[config.mk]
export PLATFORM = sky130hd
export DESIGN_NAME = keypad_tuned_burst_wave_generator_flat
export DESIGN_NICKNAME = d
export VERILOG_FILES = /design/src/rtl/core/kptb_pkg.sv /design/src/rtl/core/kptb_if.sv /design/src/rtl/core/kptb_in_stage.sv /design/src/rtl/core/kptb_engine.sv /design/src/rtl/core/keypad_tuned_burst_wave_generator.sv /design/src/flat_wrapper.sv
export SDC_FILE = /design/constraint.sdc
export NUM_CORES = 1
export LEC_CHECK = 0
export ABC_AREA = 1
export BUFFER_PORTS_ARGS = -buffer_cell sky130_fd_sc_hd__buf_4
export CAP_MARGIN = 20
export CORE_ASPECT_RATIO = 0.7
export CORE_MARGIN = 10
export CORE_UTILIZATION = 40
export DETAILED_ROUTE_END_ITERATION = 8
export HOLD_SLACK_MARGIN = 0.03
export PLACE_DENSITY_LB_ADDON = 0.1
export SLEW_MARGIN = 10
export SYNTH_ARGS = -nofsm -noshare
export SYNTH_HDL_FRONTEND = slang
export SYNTH_SLANG_ARGS = --single-unit
[constraint.sdc]
create_clock -name clk -period 3.8 [get_ports clk]
set_input_delay 0.76 -clock clk [delete_from_list [all_inputs] [get_ports clk]]
set_output_delay 0.76 -clock clk [all_outputs]
set_load 0.01 [all_outputs]
[src/rtl/core/kptb_pkg.sv]
// Package for the keypad tuned burst wave generator: widths, codes, defaults and helpers.
`timescale 1ns / 1ps

package kptb_pkg;

    localparam int COUNT_BITS    = 16;
    localparam int PRESCALE_BITS = 10;
    localparam int RATIO_BITS    = PRESCALE_BITS + 1;
    localparam int WIDE_BITS     = COUNT_BITS + 11;
    localparam int KEY_BITS      = 8;
    localparam int DIV_BITS      = 3;

    typedef logic [COUNT_BITS-1:0]    count_t;
    typedef logic [WIDE_BITS-1:0]     wide_t;
    typedef logic [RATIO_BITS-1:0]    ratio_t;
    typedef logic [PRESCALE_BITS-1:0] prescale_t;
    typedef logic [KEY_BITS-1:0]      key_t;

    typedef enum logic [DIV_BITS-1:0] {
        DIV_1024 = 3'd0,
        DIV_1    = 3'd1,
        DIV_8    = 3'd2,
        DIV_64   = 3'd3,
        DIV_256  = 3'd4
    } div_sel_t;

    typedef struct packed {
        logic cmd;
        key_t key_code;
    } item_t;

    localparam logic CMD_TICK = 1'b0;
    localparam logic CMD_KEY  = 1'b1;

    localparam key_t KEY_0    = 8'h30;
    localparam key_t KEY_1    = 8'h31;
    localparam key_t KEY_2    = 8'h32;
    localparam key_t KEY_3    = 8'h33;
    localparam key_t KEY_4    = 8'h34;
    localparam key_t KEY_5    = 8'h35;
    localparam key_t KEY_6    = 8'h36;
    localparam key_t KEY_7    = 8'h37;
    localparam key_t KEY_8    = 8'h38;
    localparam key_t KEY_9    = 8'h39;
    localparam key_t KEY_A    = 8'h41;
    localparam key_t KEY_B    = 8'h42;
    localparam key_t KEY_C    = 8'h43;
    localparam key_t KEY_D    = 8'h44;
    localparam key_t KEY_STAR = 8'h2A;
    localparam key_t KEY_HASH = 8'h23;

    localparam longint unsigned COUNT_MAX_L = (64'd1 << COUNT_BITS) - 64'd1;

    function automatic count_t clamp_const(input longint unsigned v);
        return COUNT_BITS'((v > COUNT_MAX_L) ? COUNT_MAX_L : v);
    endfunction

    localparam count_t COUNT_MAX     = '1;
    localparam count_t COMPARE_RESET = clamp_const(64'd2048);
    localparam count_t ON_RESET      = clamp_const(64'd8000);
    localparam count_t OFF_RESET     = clamp_const(64'd10);
    localparam count_t COMPARE_FLOOR = clamp_const(64'd3);
    localparam count_t ZERO_FLOOR    = '0;

    localparam wide_t STEP_1    = WIDE_BITS'(1);
    localparam wide_t STEP_10   = WIDE_BITS'(10);
    localparam wide_t STEP_100  = WIDE_BITS'(100);
    localparam wide_t STEP_1000 = WIDE_BITS'(1000);

    function automatic ratio_t divide_ratio(input div_sel_t sel);
        ratio_t r;
        unique case (sel)
            DIV_1:   r = RATIO_BITS'(1);
            DIV_8:   r = RATIO_BITS'(8);
            DIV_64:  r = RATIO_BITS'(64);
            DIV_256: r = RATIO_BITS'(256);
            default: r = RATIO_BITS'(1024);
        endcase
        return r;
    endfunction

    function automatic div_sel_t next_divide(input div_sel_t sel);
        div_sel_t n;
        unique case (sel)
            DIV_1024: n = DIV_1;
            DIV_1:    n = DIV_8;
            DIV_8:    n = DIV_64;
            DIV_64:   n = DIV_256;
            default:  n = DIV_1024;
        endcase
        return n;
    endfunction

    function automatic count_t raise_sat(input count_t v, input wide_t d);
        wide_t s;
        s = WIDE_BITS'(v) + d;
        return (s > WIDE_BITS'(COUNT_MAX)) ? COUNT_MAX : s[COUNT_BITS-1:0];
    endfunction

    function automatic count_t lower_floor(input count_t v, input wide_t d, input count_t fl);
        wide_t vw;
        wide_t diff;
        vw   = WIDE_BITS'(v);
        diff = vw - d;
        if (vw < d || diff < WIDE_BITS'(fl))
            return fl;
        return diff[COUNT_BITS-1:0];
    endfunction

endpackage

[src/rtl/core/kptb_if.sv]
// Handshake channels for key and tick items and for status items.
`timescale 1ns / 1ps

interface kptb_cmd_if;
    logic          valid;
    logic          ready;
    logic          cmd;
    kptb_pkg::key_t key_code;

    modport source (output valid, output cmd, output key_code, input ready);
    modport sink   (input valid, input cmd, input key_code, output ready);
endinterface

interface kptb_res_if;
    logic               valid;
    logic               ready;
    logic               osc_level;
    logic               gate_level;
    kptb_pkg::count_t   compare_now;
    logic [kptb_pkg::DIV_BITS-1:0] divide_select;
    kptb_pkg::count_t   on_span;
    kptb_pkg::count_t   off_span;

    modport source (output valid, output osc_level, output gate_level, output compare_now,
                    output divide_select, output on_span, output off_span, input ready);
    modport sink   (input valid, input osc_level, input gate_level, input compare_now,
                    input divide_select, input on_span, input off_span, output ready);
endinterface

[src/rtl/core/kptb_in_stage.sv]
// Input register stage holding one accepted item.
`timescale 1ns / 1ps

module kptb_in_stage (
    input  logic            clk,
    input  logic            rst_n,
    kptb_cmd_if.sink        keys,
    output logic            item_valid,
    output kptb_pkg::item_t item,
    input  logic            item_ready
);

    logic            valid_reg;
    logic            valid_next;
    kptb_pkg::item_t item_reg;
    logic            take;

    assign keys.ready = !valid_reg || item_ready;
    assign take       = keys.valid && keys.ready;

    always_comb
    begin
        valid_next = valid_reg;
        if (take)
            valid_next = 1'b1;
        else if (item_ready)
            valid_next = 1'b0;
    end

    always_ff @(posedge clk or negedge rst_n)
    begin
        if (!rst_n)
            valid_reg <= 1'b0;
        else
            valid_reg <= valid_next;
    end

    always_ff @(posedge clk)
    begin
        if (take)
        begin
            item_reg.cmd      <= keys.cmd;
            item_reg.key_code <= keys.key_code;
        end
    end

    assign item_valid = valid_reg;
    assign item       = item_reg;

endmodule

[src/rtl/core/kptb_engine.sv]
// Generator state, single pass update per item and status register.
`timescale 1ns / 1ps

module kptb_engine (
    input  logic            clk,
    input  logic            rst_n,
    input  logic            item_valid,
    input  kptb_pkg::item_t item,
    output logic            item_ready,
    kptb_res_if.source      status
);

    kptb_pkg::prescale_t prescale_reg, prescale_next;
    kptb_pkg::count_t    timer_reg, timer_next;
    kptb_pkg::count_t    compare_reg, compare_next;
    kptb_pkg::div_sel_t  div_reg, div_next;
    kptb_pkg::count_t    on_reg, on_next;
    kptb_pkg::count_t    off_reg, off_next;
    kptb_pkg::count_t    match_reg, match_next;
    logic                osc_reg, osc_next;
    logic                gate_reg, gate_next;
    logic                out_valid_reg, out_valid_next;

    logic                          fire;
    kptb_pkg::ratio_t              pre_inc;
    kptb_pkg::count_t              match_inc;
    logic [kptb_pkg::COUNT_BITS:0] burst_sum;
    logic                          past_off;
    logic                          past_burst;

    assign item_ready = !out_valid_reg || status.ready;
    assign fire       = item_valid && item_ready;

    assign pre_inc    = kptb_pkg::RATIO_BITS'(prescale_reg) + kptb_pkg::RATIO_BITS'(1);
    assign match_inc  = match_reg + kptb_pkg::COUNT_BITS'(1);
    assign burst_sum  = {1'b0, off_reg} + {1'b0, on_reg};
    assign past_off   = match_inc > off_reg;
    assign past_burst = {1'b0, match_inc} > burst_sum;

    always_comb
    begin
        prescale_next  = prescale_reg;
        timer_next     = timer_reg;
        compare_next   = compare_reg;
        div_next       = div_reg;
        on_next        = on_reg;
        off_next       = off_reg;
        match_next     = match_reg;
        osc_next       = osc_reg;
        gate_next      = gate_reg;
        out_valid_next = out_valid_reg;

        if (fire)
        begin
            out_valid_next = 1'b1;
            if (item.cmd == kptb_pkg::CMD_KEY)
            begin
                unique case (item.key_code)
                    kptb_pkg::KEY_1:
                        compare_next = kptb_pkg::raise_sat(compare_reg, kptb_pkg::STEP_1);
                    kptb_pkg::KEY_2:
                        compare_next = kptb_pkg::raise_sat(compare_reg, kptb_pkg::STEP_10);
                    kptb_pkg::KEY_3:
                        compare_next = kptb_pkg::raise_sat(compare_reg, kptb_pkg::STEP_100);
                    kptb_pkg::KEY_A:
                        compare_next = kptb_pkg::raise_sat(compare_reg, kptb_pkg::STEP_1000);
                    kptb_pkg::KEY_4:
                        compare_next = kptb_pkg::lower_floor(compare_reg, kptb_pkg::STEP_1,
                                                             kptb_pkg::COMPARE_FLOOR);
                    kptb_pkg::KEY_5:
                        compare_next = kptb_pkg::lower_floor(compare_reg, kptb_pkg::STEP_10,
                                                             kptb_pkg::COMPARE_FLOOR);
                    kptb_pkg::KEY_6:
                        compare_next = kptb_pkg::lower_floor(compare_reg, kptb_pkg::STEP_100,
                                                             kptb_pkg::COMPARE_FLOOR);
                    kptb_pkg::KEY_B:
                        compare_next = kptb_pkg::lower_floor(compare_reg, kptb_pkg::STEP_1000,
                                                             kptb_pkg::COMPARE_FLOOR);
                    kptb_pkg::KEY_7:
                        on_next = kptb_pkg::raise_sat(on_reg, kptb_pkg::STEP_1);
                    kptb_pkg::KEY_8:
                        on_next = kptb_pkg::raise_sat(on_reg, kptb_pkg::STEP_10);
                    kptb_pkg::KEY_STAR:
                        on_next = kptb_pkg::lower_floor(on_reg, kptb_pkg::STEP_1,
                                                        kptb_pkg::ZERO_FLOOR);
                    kptb_pkg::KEY_0:
                        on_next = kptb_pkg::lower_floor(on_reg, kptb_pkg::STEP_10,
                                                        kptb_pkg::ZERO_FLOOR);
                    kptb_pkg::KEY_9:
                        off_next = kptb_pkg::raise_sat(off_reg, kptb_pkg::STEP_1);
                    kptb_pkg::KEY_HASH:
                        off_next = kptb_pkg::lower_floor(off_reg, kptb_pkg::STEP_1,
                                                         kptb_pkg::ZERO_FLOOR);
                    kptb_pkg::KEY_C:
                    begin
                        div_next      = kptb_pkg::next_divide(div_reg);
                        prescale_next = '0;
                    end
                    kptb_pkg::KEY_D:
                    begin
                        compare_next  = kptb_pkg::COMPARE_RESET;
                        div_next      = kptb_pkg::DIV_1024;
                        on_next       = kptb_pkg::ON_RESET;
                        off_next      = kptb_pkg::OFF_RESET;
                        prescale_next = '0;
                    end
                    default:
                    begin
                    end
                endcase
            end
            else if (pre_inc >= kptb_pkg::divide_ratio(div_reg))
            begin
                prescale_next = '0;
                if (timer_reg == compare_reg)
                begin
                    timer_next = '0;
                    osc_next   = !osc_reg;
                    match_next = match_inc;
                    if (past_off)
                        gate_next = 1'b0;
                    if (past_burst)
                    begin
                        gate_next  = 1'b1;
                        match_next = '0;
                    end
                end
                else
                begin
                    timer_next = timer_reg + kptb_pkg::COUNT_BITS'(1);
                end
            end
            else
            begin
                prescale_next = pre_inc[kptb_pkg::PRESCALE_BITS-1:0];
            end
        end
        else if (status.ready)
        begin
            out_valid_next = 1'b0;
        end
    end

    always_ff @(posedge clk or negedge rst_n)
    begin
        if (!rst_n)
        begin
            prescale_reg  <= '0;
            timer_reg     <= '0;
            compare_reg   <= kptb_pkg::COMPARE_RESET;
            div_reg       <= kptb_pkg::DIV_1024;
            on_reg        <= kptb_pkg::ON_RESET;
            off_reg       <= kptb_pkg::OFF_RESET;
            match_reg     <= '0;
            osc_reg       <= 1'b1;
            gate_reg      <= 1'b1;
            out_valid_reg <= 1'b0;
        end
        else
        begin
            prescale_reg  <= prescale_next;
            timer_reg     <= timer_next;
            compare_reg   <= compare_next;
            div_reg       <= div_next;
            on_reg        <= on_next;
            off_reg       <= off_next;
            match_reg     <= match_next;
            osc_reg       <= osc_next;
            gate_reg      <= gate_next;
            out_valid_reg <= out_valid_next;
        end
    end

    assign status.valid         = out_valid_reg;
    assign status.osc_level     = osc_reg;
    assign status.gate_level    = gate_reg;
    assign status.compare_now   = compare_reg;
    assign status.divide_select = div_reg;
    assign status.on_span       = on_reg;
    assign status.off_span      = off_reg;

endmodule

[src/rtl/core/keypad_tuned_burst_wave_generator.sv]
// Top level of the keypad tuned burst wave generator.
//
//  channel  direction  payload
//  keys     sink       cmd, key_code
//  status   source     osc_level, gate_level, compare_now, divide_select, on_span, off_span
//
//  One item per cycle sustained while status is ready; a taken item passes the input
//  register, then the state and status registers updated in one pass.
//  The status item is the generator state right after its item is applied.
//  A stalled status item holds; keys stays ready while the input register can move on.
//  Reset loads compare 2048, divide by 1024, on 8000, off 10, oscillator and gate high.
`timescale 1ns / 1ps

module keypad_tuned_burst_wave_generator (
    input  logic       clk,
    input  logic       rst_n,
    kptb_cmd_if.sink   keys,
    kptb_res_if.source status
);

    logic            item_valid;
    logic            item_ready;
    kptb_pkg::item_t item;

    kptb_in_stage u_in_stage (
        .clk        (clk),
        .rst_n      (rst_n),
        .keys       (keys),
        .item_valid (item_valid),
        .item       (item),
        .item_ready (item_ready)
    );

    kptb_engine u_engine (
        .clk        (clk),
        .rst_n      (rst_n),
        .item_valid (item_valid),
        .item       (item),
        .item_ready (item_ready),
        .status     (status)
    );

endmodule

[src/flat_wrapper.sv]
// flat-port wrapper written by rule: the top's interface ports become plain ports
module keypad_tuned_burst_wave_generator_flat 
  (clk, rst_n, keys_valid, keys_cmd, keys_key_code, keys_ready, status_valid, status_osc_level, status_gate_level, status_compare_now, status_divide_select, status_on_span, status_off_span, status_ready);
  kptb_cmd_if keys_i ();
  kptb_res_if status_i ();
  input  logic clk;
  input  logic rst_n;
  input wire logic [$bits(keys_i.valid)-1:0] keys_valid;
  input wire logic [$bits(keys_i.cmd)-1:0] keys_cmd;
  input wire logic [$bits(keys_i.key_code)-1:0] keys_key_code;
  output wire logic [$bits(keys_i.ready)-1:0] keys_ready;
  output wire logic [$bits(status_i.valid)-1:0] status_valid;
  output wire logic [$bits(status_i.osc_level)-1:0] status_osc_level;
  output wire logic [$bits(status_i.gate_level)-1:0] status_gate_level;
  output wire logic [$bits(status_i.compare_now)-1:0] status_compare_now;
  output wire logic [$bits(status_i.divide_select)-1:0] status_divide_select;
  output wire logic [$bits(status_i.on_span)-1:0] status_on_span;
  output wire logic [$bits(status_i.off_span)-1:0] status_off_span;
  input wire logic [$bits(status_i.ready)-1:0] status_ready;
  assign keys_i.valid = keys_valid;
  assign keys_i.cmd = keys_cmd;
  assign keys_i.key_code = keys_key_code;
  assign keys_ready = keys_i.ready;
  assign status_valid = status_i.valid;
  assign status_osc_level = status_i.osc_level;
  assign status_gate_level = status_i.gate_level;
  assign status_compare_now = status_i.compare_now;
  assign status_divide_select = status_i.divide_select;
  assign status_on_span = status_i.on_span;
  assign status_off_span = status_i.off_span;
  assign status_i.ready = status_ready;
  keypad_tuned_burst_wave_generator u_core (.clk(clk), .rst_n(rst_n), .keys(keys_i), .status(status_i));
endmodule
==> metrics.md, run 1 <==
| Metric | Value |
|---|---|
| HP Class | in2async |
| Worst Setup Slack, final | 334 ps |
| CP Data Required Time | 4120 ps |
| PwrDens | 284 mW/mm² |
| Largest family of logic cells by synthesized area | simple AND/OR/NAND/NOR gates |
| Syn_nets | 2,475 |
| Final GP Congestion | 1.00 |
| Synth Register Bits | 106 |
| Number of H-tree levels | 3 |
| CTS tree | done |
| Area Growth Syn to Fin | 10.7% |
| Share of cells above drive strength 1 | 10.9% |
| Initial antenna violation count | 1 |
| Yosys cell types | 62 |
| Clock buffers created by TritonCTS | 9 |
| Total global routing overflow | 0 |
| Post-synth EDFFs | 9 |
| Max Cap Viol | 0 |
| Total GRT Usage | 26.2% |
| Die span in x | 246 µm |
| Static Leak | 0.00815 µW |
| First-pass GRT wire length | 88,800 µm |
| CP max FO | 17 |
| Antenna-violating nets left | 0 |
| Synth Area in Adders | 7.77% |
| Post-Place Setup Slack | 314 ps |
| Fin. max-slew vios | 0 |
| Via count | 16.3k |
| Final TNS setup | 0 ps |
| Tmin final | 3470 ps |
| Root Buffer | clkbuf_16 |
| Wirelength per Cell | 19.6 µm |
| DR pass1 iterations | 6 |
| Xor/xnor share of the synthesized area | 8.53% |
| Die Height | 178 µm |
| DRC | 0 |
| Final setup vio count | 0 |
| Critical path type | reg2reg |
| Synth Instances | 2,374 |
| Mean Syn Cell Area | 6.01 µm² |
| Actual slew at the worst max-slew pin | 789 ps |
| Post-CTS Setup Inserts | 0 |
| Initial Util | 40.8% |
| Fin cells | 2,932 |
| Nets@finish | 2,556 |
| Clk_lat worst skew | 390 ps |
| Commonest cells in the netlist | nand2_1, nor2_1, inv_1 |
| # diodes | 0 |
| Async set-reset flop share out of synthesis | 91.5% |
| Cell with the most instances after synthesis | nand2_1 |
| Largest net degree at the start of global routing | 56 |
| Clock skew | 19.6 ps |
| Placed wire-length estimate | 46,800 µm |
| Yosys warns | 0 |
| Outcome | complete, no violations |
| Final WL | 57,600 µm |
| I/O Pins | 68 |
| Final hold vios | 0 |
| Max_slew headroom | 47.4% |
| Reg clk slew, reported paths | 80 ps |
| Max Buffers Root-to-Sink | 2 |
| Setup crit start kind | flip-flop |
| Post-synthesis mux area share | 0.0702% |
| CTS Sinks | 106 |
| Iter 0 DRT Violations | 1,773 |
| Fmax | 288 MHz |
| Vias per cell | 5.55 |
| Yosys top cell by area | nand2_1 |
| Worst EP arrival | 3790 ps |
| Main synth FF type | dfrtp_1 |
| Final worst path period share | 91.2% |
| Synthesized cell area | 0.0143 mm² |
| Synth Area in Compound Gates | 8.79% |
| Seq/Total Area, Yosys | 19.0% |
| Peak supply drop | 269 µV |
| Std cell rows | 57 |
| Vias in the first global route | 14.8k |
| RSZ-0062 raised after global routing | no |
| Inst Count DP | 2,916 |
| Synth area leaders | nand2_1, dfrtp_1, ha_1, nor2_1, nand3_1 |
| Synth top area share | 19.3% |
| Worst Setup End Kind | flip-flop |
| Core box area | 0.0349 mm² |
| Synth Area in Simple Gates | 46.1% |
| IO Port Bufs | 67 |
| DIE AREA | 0.0437 mm² |
==> where the power goes <==
part / internal, µW / switching, µW
sequential: 1260 / 153
clock: 462 / 523
combinational: 682 / 1400
total: 2400 / 2080
==> metal layers <==
metal / track usage (%) / wire length [µm]
met3: 8.22 / 7170
met5: 0 / 0
met4: 3.95 / 508
met1: 40.1 / 28400
met2: 34.8 / 21500
==> through the flow <==
stage | instance area (µm²) | total power, µW | hold WS [ps] | utilization, %
after floorplan | 14300 | 2770 | 464 | -
after CTS | 15800 | 4470 | 472 | 45.2
after global placement | 15500 | 3460 | 478 | 44.4
after detailed placement | 15500 | 3460 | 481 | 44.4
final | 15800 | 4480 | 433 | 45.2
after global routing | 15800 | 4820 | 492 | 45.2
==> kinds of logic (layout without fill, tap and decap cells) <==
kind of cell / Yosys count / in the layout
simple gates: 1481 / 1481
buf+inv: 337 / 423
compound gates: 223 / 223
xor+xnor: 138 / 138
flops: 106 / 106
fa+ha+maj: 88 / 88
mux: 1 / 1
==> cell usage in the layout, fill, tap and decap left out, drive strengths merged, types with 6 or more instances in the layout <==
cell type and n:
a211oi 10, a21oi 83, buf 131, clkbuf 10, clkinv 11, dfrtp 86, dfstp 11, edfxtp 9
ha 87, inv 271, nand2 758, nand3 230, nand3b 16, nand4 77, nor2 323, nor3 48
nor4 11, o211ai 6, o21ai 88, o22ai 10, or2 14, xnor2 18, xor2 120
==> area by class of cell <==
class                           instances  area (µm²)
Fill cell                            3782       19200
Clock inverter                          6        60.1
Tap cell                              472         591
Multi-Input combinational cell       1931       10200
Timing Repair Buffer                  131         996
Inverter                              276        1040
Sequential cell                       106        2710
Clock buffer                           10         229
==> worst max-delay path: stages, from the launching register on <==
cell	delay [ps]
dfstp_2	640
ha_1	320
a21oi_1	170
nand2_1	120
nand2_1	90
nand2_1	110
a31oi_1	230
o21ai_1	150
a31oi_1	190
xor2_1	170
ha_1	270
a21oi_1	140
nand3b_1	120
nand2_1	50
nor2_1	80
nand3_1	70
nand2_1	60
buf_4	220
nand3_1	110
nand2_1	80
==> what timing repair did <==
item,CTS,global route
setup endpoints to repair,0,17
resized for setup,0,3
hold buffers,0,0
endpoints found under the hold margin,0,0
==> worst paths after layout <==
check / startpoint / endpoint / slack (ps) / depth (start not counted)
setup / recovery: u_core.u_engine.status.off_span[3] / u_core.u_engine.match_reg[3] / 330 / 19
hold / removal: rst_n / u_core.u_engine.status.off_span[11] / 430 / 1
setup reg to reg: u_core.u_engine.status.off_span[3] / u_core.u_engine.match_reg[3] / 330 / 19
hold reg to reg: u_core.u_engine.status.osc_level / u_core.u_engine.status.osc_level / 490 / 1
max in group asynchronous: rst_n / u_core.u_engine.status.compare_now[11] / 2600 / 2
min in group clk: u_core.u_engine.status.osc_level / u_core.u_engine.status.osc_level / 490 / 1
Power figures use the tool's default switching activity.
==> inputs of run 2 (changes only) <==
Settings changed: ABC_AREA 1 to unset, CAP_MARGIN 20 to unset, CORE_MARGIN 10 to unset.
==> run 2 against run 1 <==
- the flow now finishes with violations (negative setup slack)
- area after synthesis down 9.3%
- global-route usage rose by 6.8 points
- critical path depth rose by 1
- setup slack lost 370 ps
- sequential power shrank 9%
- non-clock buffer count up 152
- flip-flop and latch count unchanged
- clock-buffer cell count is the same
- largest power group is now sequential cells
- combinational power is 44% lower
- first-iteration DRC count is 13% higher
==> metrics.md, run 2 <==
| Metric | Value |
|---|---|
| Outcome | finished with violations |
| Failing checks | negative setup slack |
| Std cell rows | 54 |
| Worst path depth | 20 |
| Synth Area in Adders | 8.57% |
| Worst Setup End Kind | flip-flop |
| Crit-path cells | ha_4 -> a21o_1 -> a21oi_2 -> o21ba_4 -> o21ai_4 -> a211oi_2 -> nor2_2 -> a211o_1 -> a21oi_2 -> xor2_1 -> ha_1 -> o21ai_2 -> a221oi_2 -> o41ai_2 -> a21oi_1 -> buf_4 -> buf_6 -> a21oi_1 -> o21ai_1 -> o41ai_2 |
| I/O Pins | 68 |
| Seq/Total Area, Yosys | 21.0% |
| Synth Area in Simple Gates | 27.7% |
| DRT met1 WL | 26,200 µm |
| Vias per cell | 6.36 |
| Area Growth Syn to Fin | 21.9% |
| CTS tree | done |
| Antenna-violating nets left | 0 |
| Clk_lat worst skew | 380 ps |
| Iter 0 DRT Violations | 2,004 |
| Die Height | 152 µm |
| Xor/xnor share of the synthesized area | 8.73% |
| Max Buffers Root-to-Sink | 2 |
| Worst path top cell family by delay | compound AO/OA/AOI/OAI gates |
| Synth area leaders | dfrtp_1, ha_1, xnor2_1, a21oi_1, o21ai_0 |
| R2R cell count | 20 |
| Most frequent cells in the layout | buf_4, nand2_1, nor2_1 |
| Synth Instances | 1,748 |
| CP bufs+invs | 2 |
| Metal3 WL | 7270 µm |
| Synth Register Bits | 106 |
| Total GRT Usage | 33.0% |
| Largest net degree at the start of global routing | 54 |
| DRC | 0 |
| RSZ-0062 raised after global routing | yes |
| Initial antenna violation count | 1 |
| Worst Setup Slack, final | -35.4 ps |
| Share of cells above drive strength 1 | 20.8% |
| Post-Place Setup Slack | -194 ps |
| Nets@finish | 2,023 |
| First-pass GRT wire length | 83,700 µm |
| Root Buffer | clkbuf_16 |
| Clock skew | 9.45 ps |
| Yosys warns | 0 |
| CTS Sinks | 106 |
| Max_slew headroom | 36.6% |
| RR Endpoint | u_core.u_engine.match_reg[11] |
| Synth top area share | 16.6% |
| Total global routing overflow | 0 |
| Met2 Routed Length | 20,800 µm |
| Slowest stage delay, CP | 560 ps |
| Syn_nets | 1,849 |
| Final worst path period share | 101% |
| Worst EP arrival | 4100 ps |
| Reg clk slew, reported paths | 80 ps |
| CP max FO | 4 |
| CP max-delay cell | dfstp_2 |
| Synthesized cell area | 0.0129 mm² |
| Clock buffers created by TritonCTS | 9 |
| DIE AREA | 0.0331 mm² |
| Tmin final | 3840 ps |
| Max layer used | met5 |
| Post-synthesis mux area share | 0.967% |
| Async set-reset flop share out of synthesis | 91.5% |
| IO Port Bufs | 67 |
| Launching point of the worst reg2reg path | u_core.u_engine.status.off_span[1] |
| Hold_buf cts | 0 |
| Fmax | 261 MHz |
| Core box area | 0.0315 mm² |
| Final setup vio count | 3 |
| # diodes | 0 |
| Mean Syn Cell Area | 7.40 µm² |
| Final WL | 55,300 µm |
| Yosys top cell by area | dfrtp_1 |
| Yosys cell types | 97 |
| Final GP Congestion | 1.02 |
| Peak supply drop | 262 µV |
| DR pass1 iterations | 7 |
| Initial Util | 41.1% |
| Main synth FF type | dfrtp_1 |
| Vias in the first global route | 13.4k |
| PwrDens | 222 mW/mm² |
| Final hold vios | 0 |
| Largest family of logic cells by synthesized area | simple AND/OR/NAND/NOR gates |
| Post-synth EDFFs | 9 |
| Fin. max-slew vios | 0 |
| Actual slew at the worst max-slew pin | 950 ps |
| Commonest non-fill, non-tap cell in the layout | buf_4 |
| FF-to-FF setup slack | -40 ps |
| Via count | 14.9k |
| Wirelength per Cell | 23.6 µm |
| Die span in x | 217 µm |
| Overall power | 3500 µW |
| CP Data Required Time | 4060 ps |
| Setup crit start kind | flip-flop |
| Inst Count DP | 2,327 |
| Max Cap Viol | 0 |
| Static Leak | 0.00646 µW |
| HP Class | in2async |
| Fin cells | 2,347 |
| Placed wire-length estimate | 42,600 µm |
| Cell with the most instances after synthesis | nand2_1 |
| Critical path type | reg2reg |
| Synth Area in Compound Gates | 27.3% |
| Commonest cells in the netlist | nand2_1, nor2_1, a21oi_1, o21ai_0, xnor2_1 |
| Number of H-tree levels | 3 |
==> run 2: changes by cell type after synthesis, moves of 28 or more <==
cell	delta
o21ai_0	+51
nand2_1	-572
nand2b_1	+34
xor2_1	-78
inv_1	-192
nand4_1	-28
xnor2_1	+70
nand3_1	-129
clkbuf_1	+64
nor2_1	-148
a21oi_1	+42
==> run 2: what timing repair did <==
action / in CTS / in global routing
buffers inserted: 1 / 3
endpoints found under the setup margin: 17 / 40
pin swaps: 3 / 22
gates resized for setup: 11 / 52
==> run 2: routing by layer <==
layer	track usage, %	up-vias
met2	41.9	897
met1	51.6	7108
met4	6.84	2
met5	0	-
li1	-	6846
met3	11.3	69
==> run 2: cell type report <==
type | instances | area, µm²
fill | 3131 | 15700
multi-input combinational | 1464 | 9730
sequential | 106 | 2710
timing repair buffer | 283 | 2270
tap | 420 | 526
clock buffer | 10 | 229
inverter | 58 | 218
clock inverter | 6 | 83.8
==> run 2: cells by family after synthesis <==
| family | after synthesis |
|---|---|
| fa+ha+maj | 88 |
| simple gates | 699 |
| xor+xnor | 129 |
| flops | 106 |
| compound gates | 536 |
| buf+inv | 178 |
| mux | 12 |
==> run 2: worst register-to-register path, stage by stage (launching register included) <==
cell      delay (ps)
dfstp_2          560
ha_4             200
a21o_1           160
a21oi_2          170
o21ba_4          170
o21ai_4           70
a211oi_2         290
nor2_2            80
a211o_1          280
a21oi_2          150
xor2_1            80
ha_1             310
o21ai_2           70
a221oi_2         260
o41ai_2          110
a21oi_1          180
buf_4            180
buf_6            100
a21oi_1           60
o21ai_1          170
o41ai_2           90
==> run 2: where the power goes <==
part / leakage, µW / total [µW] / switching, µW / internal, µW
Clock: 0.000152 / 1050 / 518 / 528
Sequential: 0.00133 / 1280 / 80.6 / 1200
Combinational: 0.00497 / 1170 / 690 / 483
Total: 0.00646 / 3500 / 1290 / 2210
==> run 2: worst max-delay path by stage <==
stage / startpoint / to / slack, ps
finish: u_core.u_engine.status.off_span[1] / u_core.u_engine.match_reg[11] / -40
CTS: u_core.u_engine.status.off_span[1] / u_core.u_engine.match_reg[11] / -60
global placement: u_core.u_engine.status.compare_now[6] / u_core.u_engine.status.compare_now[10] / -220
floorplan: u_core.u_engine.status.off_span[1] / u_core.u_engine.match_reg[11] / 30
global route: u_core.u_engine.status.off_span[1] / u_core.u_engine.match_reg[11] / -190
detailed placement: u_core.u_engine.status.off_span[1] / u_core.u_engine.match_reg[11] / -190
==> run 2: metrics by stage <==
step / hold slack, ps / cell area, µm² / util, % / TNS (ps)
2_1_floorplan: 459 / 12900 / - / 0
3_3_place_gp: 477 / 15200 / 48.2 / -550
3_5_place_dp: 480 / 15200 / 48.2 / -1240
4_1_cts: 435 / 15600 / 49.4 / -60.4
5_1_grt: 444 / 15800 / 50.1 / -1720
6_report: 414 / 15800 / 50.1 / -90.5
==> inputs of run 3 (changes only) <==
Settings changed: CORE_UTILIZATION 40 to 50.
==> run 3 against run 2 <==
- the run still ends with negative setup slack left
- via count rose by 1.2%
- global-route usage increased by 5.8 points
- cell count fell by 3.7%
- combinational power decreased by 3%
- clock skew increased by 1.9 ps
- setup slack worse by 2.7 ps
- largest cell class unchanged
- largest power group unchanged
==> metrics.md, run 3 (synthesis results as in run 2) <==
| Metric | Value |
|---|---|
| Outcome | finished with violations |
| Failing checks | negative setup slack |
| Fmax | 261 MHz |
| Comb power frac | 32.7% |
| Fin util | 62.0% |
| Flop pwr share | 37.0% |
| Antenna-violating nets left | 0 |
| IO Port Bufs | 67 |
| Total global routing overflow | 0 |
| Via count | 15.1k |
| Most frequent cells in the layout | buf_4, nand2_1, nor2_1 |
| Std cell rows | 48 |
| Placed wire-length estimate | 39,100 µm |
| Share of cells above drive strength 1 | 20.3% |
| Filler cells | 2,282 |
| Vias in the first global route | 13.6k |
| RSZ-0062 raised after global routing | yes |
| Total GRT Usage | 38.8% |
| Net Sw Frac | 36.2% |
| Iter 0 DRT Violations | 1,913 |
| # diodes | 0 |
| Net Switching | 1250 µW |
| DR pass1 iterations | 7 |
| CP max-delay cell | dfstp_2 |
| Actual slew at the worst max-slew pin | 841 ps |
| Hold_buf cts | 0 |
| Tmin final | 3840 ps |
| CP max FO | 5 |
| Worst Setup End Kind | flip-flop |
| Critical path type | reg2reg |
| PwrDens | 222 mW/mm² |
| Post-Place Setup Slack | -138 ps |
| Peak supply drop | 241 µV |
| Final worst path period share | 101% |
| Largest net degree at the start of global routing | 60 |
| Final GP Congestion | 1.02 |
| Static Leak | 0.00644 µW |
| CTS tree | done |
| Commonest non-fill, non-tap cell in the layout | buf_4 |
| CP bufs+invs | 1 |
| Final setup vio count | 4 |
| Wirelength per Cell | 22.9 µm |
| Slowest stage delay, CP | 540 ps |
| CP Data Required Time | 4060 ps |
| Worst path top cell family by delay | compound AO/OA/AOI/OAI gates |
| Area Growth Syn to Fin | 20.0% |
| Clk network pwr share | 30.3% |
| Launching point of the worst reg2reg path | u_core.u_engine.status.off_span[1] |
| I/O Pins | 68 |
| Clk_lat worst skew | 370 ps |
| Die Height | 137 µm |
| DRC | 0 |
| Overall power | 3450 µW |
| Initial antenna violation count | 0 |
| Setup crit start | u_core.u_engine.status.off_span[1] |
| Die span in x | 194 µm |
| Reg clk slew, reported paths | 80 ps |
| Worst Setup Slack, final | -38.0 ps |
| Number of H-tree levels | 3 |
| Fin area | 0.0155 mm² |
| DP Area | 0.0149 mm² |
| DIE AREA | 0.0265 mm² |
| Inst Count DP | 2,232 |
| Vias per cell | 6.68 |
| Max Buffers Root-to-Sink | 2 |
| Nets@finish | 2,030 |
| Final WL | 51,800 µm |
| Fin. max-slew vios | 0 |
| Clock buffers created by TritonCTS | 9 |
| Clock skew | 11.3 ps |
| Setup crit start kind | flip-flop |
| First-pass GRT wire length | 79,800 µm |
| Core box area | 0.0250 mm² |
| Root Buffer | clkbuf_16 |
| Max_slew headroom | 43.1% |
| Crit-path cells | ha_1 -> a21o_1 -> a21oi_2 -> o21ba_4 -> o21ai_2 -> a211oi_2 -> nor2_2 -> a211o_1 -> a21oi_2 -> xor2_1 -> ha_2 -> o21ai_2 -> a221oi_2 -> o41ai_2 -> a21oi_1 -> buf_4 -> and2_4 -> o21ai_1 -> o2bb2ai_2 |
| HP Class | in2async |
| CTS Sinks | 106 |
| Worst EP arrival | 4100 ps |
| Fin cells | 2,259 |
| Max Cap Viol | 0 |
| Initial Util | 51.7% |
| Int Pwr | 2200 µW |
| Final hold vios | 0 |
## run 3: cell types whose count changed in the layout (fill, tap and decap cells not counted), moves of 2 or more
cell and change:
a211oi_1 +3, o21ai_2 +3, nand3_1 +6, clkinv_4 -2, a211oi_2 -4, nand3_2 -6, o21ai_1 -2, clkinv_8 +2
a2111oi_2 -2, o2111ai_1 +2, buf_12 -9, o2111ai_2 -2, buf_4 +16
## run 3: power by group through the flow
stage	Sequential, µW	Combinational [µW]	Clock (µW)
final	1280	1130	1040
after global routing	1290	1220	1100
after CTS	1280	1080	1060
after detailed placement	1300	1040	0
after global placement	1290	1040	0
after floorplan	1300	630	0
## run 3: area by class of cell
type	instances	area, µm²	share of cell area [%]
Inverter	58	218	1.40
Timing Repair Buffer	290	2210	14.3
Clock buffer	9	225	1.45
Sequential cell	106	2710	17.5
Multi-Input combinational cell	1464	9650	62.1
Clock inverter	7	103	0.661
Tap cell	325	407	2.62
## run 3: through the flow
stage	hold WS, ps	setup TNS (ps)
6_report	481	-76.6
4_1_cts	492	-30.7
5_1_grt	505	-2630
3_5_place_dp	480	-1080
3_3_place_gp	476	-6.50
2_1_floorplan	459	0
## run 3: worst paths after layout
check / end / slack (ps) / depth (start not counted)
max: u_core.u_engine.match_reg[2] / -40 / 19
min: u_core.u_engine.status.divide_select[1] / 480 / 1
max reg2reg: u_core.u_engine.match_reg[2] / -40 / 19
min reg2reg: u_core.u_engine.status.osc_level / 490 / 1
max in group asynchronous: u_core.u_engine.status.on_span[8] / 2440 / 2
min in group clk: u_core.u_engine.status.osc_level / 490 / 1
## run 3: repair_timing
action                                 in CTS  in global routing
setup endpoints to repair                  17                 28
resized for setup                          24                 23
endpoints found under the hold margin       0                  0
pin swaps                                  27                 15
buffers inserted                            9                  2
## run 3: metal layers
metal / GRT usage (%) / share of wire, % / wire length [µm]
met5: 0 / 0 / 0
met4: 14.0 / 3.5 / 1810
met3: 9.12 / 12 / 6090
met2: 56.1 / 41 / 21300
met1: 55.8 / 44 / 22600
